**src/rtl/core/ohg_pkg.sv**
```systemverilog
package ohg_pkg;

	localparam int OccWidth  = 9;
	localparam int TimeWidth = 64;
	localparam int CntWidth  = 32;
	localparam int CfgWidth  = 32;
	localparam int RegIdxWidth = 3;

	localparam logic [1:0] CMD_OBSERVE        = 2'd0;
	localparam logic [1:0] CMD_FORCE_OPEN     = 2'd1;
	localparam logic [1:0] CMD_RESTORE_CLOSED = 2'd2;

	localparam logic [1:0] ACT_NONE   = 2'd0;
	localparam logic [1:0] ACT_CLOSED = 2'd1;
	localparam logic [1:0] ACT_OPENED = 2'd2;

	localparam logic [RegIdxWidth-1:0] REG_OPEN_SLOTS    = 3'd0;
	localparam logic [RegIdxWidth-1:0] REG_CLOSE_SLOTS   = 3'd1;
	localparam logic [RegIdxWidth-1:0] REG_MIN_CLOSED_US = 3'd2;
	localparam logic [RegIdxWidth-1:0] REG_MAX_CLOSED_US = 3'd3;
	localparam logic [RegIdxWidth-1:0] REG_MIN_OPEN_US   = 3'd4;

	localparam logic [7:0]          OPEN_SLOTS_RST    = 8'd1;
	localparam logic [OccWidth-1:0] CLOSE_SLOTS_RST   = 9'd3;
	localparam logic [CfgWidth-1:0] MIN_CLOSED_US_RST = 32'd0;
	localparam logic [CfgWidth-1:0] MAX_CLOSED_US_RST = 32'd1000000;
	localparam logic [CfgWidth-1:0] MIN_OPEN_US_RST   = 32'd0;

endpackage

```
**src/rtl/core/occupancy_hysteresis_gate_core.sv**
```systemverilog
// Occupancy-driven flow-control gate with hysteresis and a safety timeout.
// Input channel: in_valid/in_stall carries cmd, occupancy and now_us; a
// transfer happens at a clock edge with in_valid high and in_stall low.
// Output channel: out_valid/out_stall carries action, gate_open and the
// close, escape and closed-time statistics, one result per input item.
// Configuration: cfg_valid/cfg_ready with cfg_index and cfg_data; cfg_ready
// is always high and indexes beyond the register list are ignored.
// Configuration should only be written while no item is in flight.
// An item is captured in the input register, and the gate decision is made
// from it and stored in the result register. Throughput is one item per
// cycle while the receiver does not stall; the gate state is updated in the
// same cycle as the result, so consecutive items see each other's effect.
// When the receiver stalls, the result register holds and in_stall rises
// only once the input register is also full.
// Reset opens the gate, clears all counters and timestamps, and loads the
// default thresholds; no result is pending after reset.
module occupancy_hysteresis_gate_core
	import ohg_pkg::*;
(
	input  logic                   clk,
	input  logic                   arst_n,
	input  logic                   in_valid,
	output logic                   in_stall,
	input  logic [1:0]             cmd,
	input  logic [OccWidth-1:0]    occupancy,
	input  logic [TimeWidth-1:0]   now_us,
	output logic                   out_valid,
	input  logic                   out_stall,
	output logic [1:0]             action,
	output logic                   gate_open,
	output logic [CntWidth-1:0]    close_count,
	output logic [CntWidth-1:0]    escape_count,
	output logic [TimeWidth-1:0]   closed_time_total,
	input  logic                   cfg_valid,
	output logic                   cfg_ready,
	input  logic [RegIdxWidth-1:0] cfg_index,
	input  logic [CfgWidth-1:0]    cfg_data
);

	logic [7:0]          open_slots_q;
	logic [OccWidth-1:0] close_slots_q;
	logic [CfgWidth-1:0] min_closed_q;
	logic [CfgWidth-1:0] max_closed_q;
	logic [CfgWidth-1:0] min_open_q;

	logic                 valid_s1;
	logic [1:0]           cmd_s1;
	logic [OccWidth-1:0]  used_s1;
	logic [TimeWidth-1:0] now_s1;

	logic                 valid_s2;
	logic [1:0]           action_s2;

	logic                 is_open_q;
	logic [TimeWidth-1:0] closed_at_q;
	logic [TimeWidth-1:0] escape_at_q;
	logic [CntWidth-1:0]  closes_q;
	logic [CntWidth-1:0]  escapes_q;
	logic [TimeWidth-1:0] accum_q;

	logic                 advance_s2;
	logic                 proc_s1;
	logic                 load_s1;

	logic [OccWidth-1:0]  eff_close;
	logic [CfgWidth-1:0]  eff_max;
	logic                 after_close;
	logic [TimeWidth-1:0] elapsed;
	logic [TimeWidth-1:0] dwell;
	logic                 dwell_on;

	logic                 open_nx;
	logic [TimeWidth-1:0] closed_at_nx;
	logic [TimeWidth-1:0] escape_at_nx;
	logic [CntWidth-1:0]  closes_nx;
	logic [CntWidth-1:0]  escapes_nx;
	logic [TimeWidth-1:0] accum_nx;
	logic [1:0]           action_nx;

	assign advance_s2 = !valid_s2 || !out_stall;
	assign proc_s1    = valid_s1 && advance_s2;
	assign load_s1    = !valid_s1 || proc_s1;
	assign in_stall   = !load_s1;
	assign cfg_ready  = 1'b1;

	always_ff @(posedge clk or negedge arst_n) begin
		if (!arst_n) begin
			open_slots_q  <= OPEN_SLOTS_RST;
			close_slots_q <= CLOSE_SLOTS_RST;
			min_closed_q  <= MIN_CLOSED_US_RST;
			max_closed_q  <= MAX_CLOSED_US_RST;
			min_open_q    <= MIN_OPEN_US_RST;
		end else if (cfg_valid && cfg_ready) begin
			unique case (cfg_index)
				REG_OPEN_SLOTS:    open_slots_q  <= cfg_data[7:0];
				REG_CLOSE_SLOTS:   close_slots_q <= cfg_data[OccWidth-1:0];
				REG_MIN_CLOSED_US: min_closed_q  <= cfg_data;
				REG_MAX_CLOSED_US: max_closed_q  <= cfg_data;
				REG_MIN_OPEN_US:   min_open_q    <= cfg_data;
				default: ;
			endcase
		end
	end

	always_ff @(posedge clk or negedge arst_n) begin
		if (!arst_n) begin
			valid_s1 <= 1'b0;
		end else if (load_s1) begin
			valid_s1 <= in_valid;
		end
	end

	always_ff @(posedge clk) begin
		if (load_s1 && in_valid) begin
			cmd_s1  <= cmd;
			used_s1 <= occupancy;
			now_s1  <= now_us;
		end
	end

	assign eff_close   = (close_slots_q < ({1'b0, open_slots_q} + 9'd1)) ?
		({1'b0, open_slots_q} + 9'd1) : close_slots_q;
	assign eff_max     = (max_closed_q < min_closed_q) ? min_closed_q : max_closed_q;
	assign after_close = now_s1 > closed_at_q;
	assign elapsed     = after_close ? (now_s1 - closed_at_q) : '0;
	assign dwell       = now_s1 - escape_at_q;
	assign dwell_on    = (escape_at_q != '0) && (now_s1 > escape_at_q) &&
		(dwell < {32'd0, min_open_q});

	always_comb begin
		open_nx      = is_open_q;
		closed_at_nx = closed_at_q;
		escape_at_nx = escape_at_q;
		closes_nx    = closes_q;
		escapes_nx   = escapes_q;
		accum_nx     = accum_q;
		action_nx    = ACT_NONE;
		case (cmd_s1)
			CMD_OBSERVE: begin
				if (is_open_q) begin
					if (used_s1 < eff_close) begin
						escape_at_nx = '0;
					end else if (!dwell_on) begin
						escape_at_nx = '0;
						open_nx      = 1'b0;
						closed_at_nx = now_s1;
						closes_nx    = closes_q + 32'd1;
						action_nx    = ACT_CLOSED;
					end
				end else if (elapsed >= {32'd0, eff_max}) begin
					escapes_nx   = escapes_q + 32'd1;
					accum_nx     = accum_q + elapsed;
					open_nx      = 1'b1;
					closed_at_nx = '0;
					escape_at_nx = (now_s1 != '0) ? now_s1 : 64'd1;
					action_nx    = ACT_OPENED;
				end else if (elapsed >= {32'd0, min_closed_q} &&
						used_s1 <= {1'b0, open_slots_q}) begin
					accum_nx     = accum_q + elapsed;
					open_nx      = 1'b1;
					closed_at_nx = '0;
					action_nx    = ACT_OPENED;
				end
			end
			CMD_FORCE_OPEN: begin
				if (!is_open_q) begin
					accum_nx     = accum_q + elapsed;
					open_nx      = 1'b1;
					closed_at_nx = '0;
				end
			end
			CMD_RESTORE_CLOSED: begin
				if (is_open_q) begin
					open_nx      = 1'b0;
					closed_at_nx = now_s1;
				end
			end
			default: ;
		endcase
	end

	always_ff @(posedge clk or negedge arst_n) begin
		if (!arst_n) begin
			is_open_q   <= 1'b1;
			closed_at_q <= '0;
			escape_at_q <= '0;
			closes_q    <= '0;
			escapes_q   <= '0;
			accum_q     <= '0;
			valid_s2    <= 1'b0;
		end else begin
			if (advance_s2) begin
				valid_s2 <= valid_s1;
			end
			if (proc_s1) begin
				is_open_q   <= open_nx;
				closed_at_q <= closed_at_nx;
				escape_at_q <= escape_at_nx;
				closes_q    <= closes_nx;
				escapes_q   <= escapes_nx;
				accum_q     <= accum_nx;
			end
		end
	end

	always_ff @(posedge clk) begin
		if (proc_s1) begin
			action_s2 <= action_nx;
		end
	end

	assign out_valid         = valid_s2;
	assign action            = action_s2;
	assign gate_open         = is_open_q;
	assign close_count       = closes_q;
	assign escape_count      = escapes_q;
	assign closed_time_total = accum_q;

`ifndef SYNTH
	a_state_only_on_item: assert property (@(posedge clk) disable iff (!arst_n)
		(is_open_q != $past(is_open_q)) |-> $past(proc_s1))
		else $error("gate state changed without an item");
	a_closed_action: assert property (@(posedge clk) disable iff (!arst_n)
		(out_valid && action == ACT_CLOSED) |-> !gate_open)
		else $error("close reported while gate open");
	a_opened_action: assert property (@(posedge clk) disable iff (!arst_n)
		(out_valid && action == ACT_OPENED) |-> gate_open)
		else $error("open reported while gate closed");
	a_close_count: assert property (@(posedge clk) disable iff (!arst_n)
		(closes_q != $past(closes_q)) |-> (valid_s2 && action_s2 == ACT_CLOSED))
		else $error("close count moved without a close");
`endif

endmodule
```
**config.mk**
```make
export PLATFORM = sky130hd
export DESIGN_NAME = occupancy_hysteresis_gate_core
export DESIGN_NICKNAME = d
export VERILOG_FILES = /design/src/rtl/core/ohg_pkg.sv /design/src/rtl/core/occupancy_hysteresis_gate_core.sv
export SDC_FILE = /design/constraint.sdc
export NUM_CORES = 1
export LEC_CHECK = 0
export ABC_AREA = 1
export BUFFER_PORTS_ARGS = -buffer_cell sky130_fd_sc_hd__buf_2
export CAP_MARGIN = 20
export CORE_MARGIN = 2
export CORE_UTILIZATION = 29
export CTS_CLUSTER_DIAMETER = 40
export DETAILED_ROUTE_END_ITERATION = 12
export GPL_ROUTABILITY_DRIVEN = 0
export GPL_TIMING_DRIVEN = 0
export PLACE_DENSITY = 0.5
export SLEW_MARGIN = 30
export SYNTH_ARGS = -nofsm -noshare
export SYNTH_HDL_FRONTEND = slang
export SYNTH_SLANG_ARGS = --single-unit
```
**constraint.sdc**
```tcl
create_clock -name clk -period 9.6 [get_ports clk]
set_input_delay 1.44 -clock clk [delete_from_list [all_inputs] [get_ports clk]]
set_output_delay 1.44 -clock clk [all_outputs]
set_load 0.02 [all_outputs]
```
==> run metrics <==
Leak=between 0.02 and 0.025 µW; Max Cap Viol=0; Reg-to-Reg End=closed_at_q[3]; GR Util met1=about 30%; FF+latch count, synth=~450; fillers=~15000; clk_lat worst skew=a little over 0.7 ns; status=finished, final reports clean; total CTS buffers=95; syn_nets=~6500; mux cell area share after synthesis=0%; vias=around 40000; crit-path most repeated cell=nand2_1; Top FF cell, synth=dfrtp_1; First DRT Iteration DRCs=about 3100; largest family of logic cells by synthesized area=simple AND/OR/NAND/NOR gates; Post-Synth Adder-Cell Area=~11%; initial antenna violation count=6; Hold Crit Depth=2; via density per instance=between 4 and 5; Max H-tree Level=3; IO Pins=249; minimum clock period=7.37 ns; # placed instances=just over 8000; fin. max-slew vios=0; Synth top area share=between 20 and 25%; CP bufs+invs=4; Hold Path Sink=closed_at_q[54]; Total Routing Usage GR=a little over a fifth; CTS tree=yes; Core Box Area=around 140000 µm²; Clock Tree Root=clkbuf_16; CTS Buffer Depth=3; proportion of layout cells with a drive suffix above 1=8.29%; iteration count of the initial detailed-routing pass=6; required time of the critical path=around 10 ns; max incr delay on CP=slightly above 0.8 ns; Nets=between 6000 and 7000; cell area after synthesis=39400 µm²; Worst Hold Launch=closed_at_q[54]; family with the most delay on the worst path=simple AND/OR/NAND/NOR gates; worst slew pin tran=1.05 ns; final core utilization=between 30 and 40%; clock transition at the registers of the reported paths=roughly 0.060 ns; grt total ovfl=0; Post-synth ARST share=about 83%; Critical Path End Type=flip-flop; post-route insts no fill=~8200; critical path data arrival time=7.94 ns; gr busiest metal=met2; Crit Path Max Fanout=10; CP max stage cell=a21oi_1; design area=about 46000 µm²; Syn. warnings=0; Synth Area in Compound Gates=a little over a tenth; Core Rows=between 100 and 150; Yosys cell types=56; Routed Antenna Nets=0; area delta synth->final=17.8%; total wire length=153 mm; Die Y=around 370 µm; vias in the first global route=a little under 40000; RSZ-0062 raised after global routing=false; cell taking the most area after synthesis=dfrtp_1; Worst R2R Path Depth=30; most common cell in the netlist=nand2_1; M2 GR Usage=between 30% and 40%; Syn Area/Cell=6.54 µm²; port bufs=around 250; worst reg2reg startpoint=now_s1[8]; HPWL Detailed=between 100 and 150 mm; clk sink count=~450; sequential element share of the synthesized area=a little under 30%; Area contributors post-synth=dfrtp_1, nand2_1, ha_1; VDD IR max=approximately 150 µV; post-synthesis simple-gate area fraction=around a third; Crit Path Class=flip-flop to flip-flop; Post-synth EDFFs=77; pin count of the biggest net entering global routing=82; crit start category=flip-flop; Synth Area in XOR/XNOR=3.94%; final setup fails=0; Power Density=approximately 330 nW/µm²; final hold viol count=0; initial core utilization=between 20% and 30%; hold crit path type=flip-flop to flip-flop; DP Area=approximately 43000 µm²; hold_buf cts=0; routing usage on met3=under 10%; Clock Skew=0.0451 ns; DRC Markers=0; full die area=roughly 140000 µm²; wire length per cell=~19 µm; Synth top cells by count=nand2_1, inv_1, nor2_1; Die W=between 300 and 400 µm; max_slew headroom=just under 30%; fmax=~140 MHz; # diodes=0; Setup Fix Bufs, Post-CTS=0; post-CTS sizing=0; FF-to-FF setup slack=between 2 and 2.5 ns; final worst path period share=between 70% and 80%; first-pass GRT wire length=around 230 mm; Post-Syn Instances=~6000
metrics by stage:
| stage | setup TNS [ns] | power (µW) | hold slack (ns) | setup WS (ns) |
|---|---|---|---|---|
| after floorplan | 0 | 9020 | 0.434 | 5.13 |
| after global placement | -321.13 | 11800 | 0.440 | -1.03 |
| after detailed placement | 0 | 11900 | 0.460 | 2.50 |
| after CTS | 0 | 15500 | 0.471 | 2.43 |
| after global routing | 0 | 16800 | 0.481 | 1.88 |
| final | 0 | 15500 | 0.465 | 2.23 |
layout make-up:
class	count	area, µm²	share of cell area (%)
timing repair buffer	253	1410	3.04
multi-input combinational	4471	23400	50.5
tap	1781	2230	4.80
clock buffer	120	2570	5.55
sequential	449	11600	25.1
inverter	973	3660	7.88
clock inverter	57	759	1.64
buffer	130	699	1.51
worst max-delay path by stage:
stage	depth (start not counted)	from	to
5_1_grt	32	now_s1[12]	closed_time_total[58]
3_3_place_gp	1	arst_n	out_valid
4_1_cts	30	now_s1[6]	closed_at_q[3]
2_1_floorplan	37	now_s1[0]	closed_time_total[18]
6_report	30	now_s1[8]	closed_at_q[3]
3_5_place_dp	30	now_s1[6]	closed_at_q[41]
where the power goes:
group          switching, µW  internal [µW]  total, µW
Combinational           6210           2970       9190
Clock                   1210           2220       3430
Sequential               431           2410       2840
Total                   7850           7610      15500
registers in the layout, summed over array words and instances (netlist names):
register           flops
closed_at_q           64
closed_time_total     64
escape_at_q           64
now_s1                64
close_count           32
escape_count          32
max_closed_q          32
min_closed_q          32
min_open_q            32
close_slots_q          9
used_s1                9
open_slots_q           8
action                 2
cmd_s1                 2
gate_open              1
out_valid              1
valid_s1               1
cells in the final DEF, fill, tap and decap left out, types with 8 or more instances in the layout:
cell	n
nand2_1	1800
inv_1	965
nor2_1	705
a21oi_1	375
dfrtp_1	361
ha_1	346
o21ai_0	293
buf_2	266
nand3_1	216
nand4_1	214
xor2_1	110
clkbuf_16	97
nor3_1	88
clkbuf_1	84
edfxtp_1	77
xnor2_1	67
nor4_1	39
o21a_1	33
nand3b_1	27
o21bai_1	18
nor2_2	15
a31oi_1	15
buf_4	14
buf_6	13
inv_6	12
nand3_2	11
buf_1	11
bufinv_16	11
dfstp_2	11
a21o_1	10
a211oi_1	10
clkinv_2	10
nand2_2	9
clkinvlp_4	8
cells by family (layout without fill, tap and decap cells):
kind of cell,Yosys count,in the layout
flops,449,449
buf+inv,1103,1533
xor+xnor,177,177
simple gates,3146,3146
other cells,1,1
fa+ha+maj,348,348
compound gates,799,799
worst reg2reg max path: cells and delay by family, from the launching register on:
| kind | cells | cell delay (ns) |
|---|---|---|
| AOI/OAI and AO/OA | 2 | 0.99 |
| adders and majority gates | 2 | 0.77 |
| buffers and inverters | 4 | 1.06 |
| DFF | 1 | 0.58 |
| and+or+nand+nor | 22 | 3.83 |
per-layer routing:
layer  part of all wire, %  vias to the layer above  wire [µm]
li1                      -                    20100          -
met5                0.0065                        -         10
met1                    46                    18600      69900
met3                   6.4                      245       9860
met2                    44                     1150      68000
met4                   3.6                        2       5540
No activity file was read; power rests on OpenSTA's default activity.
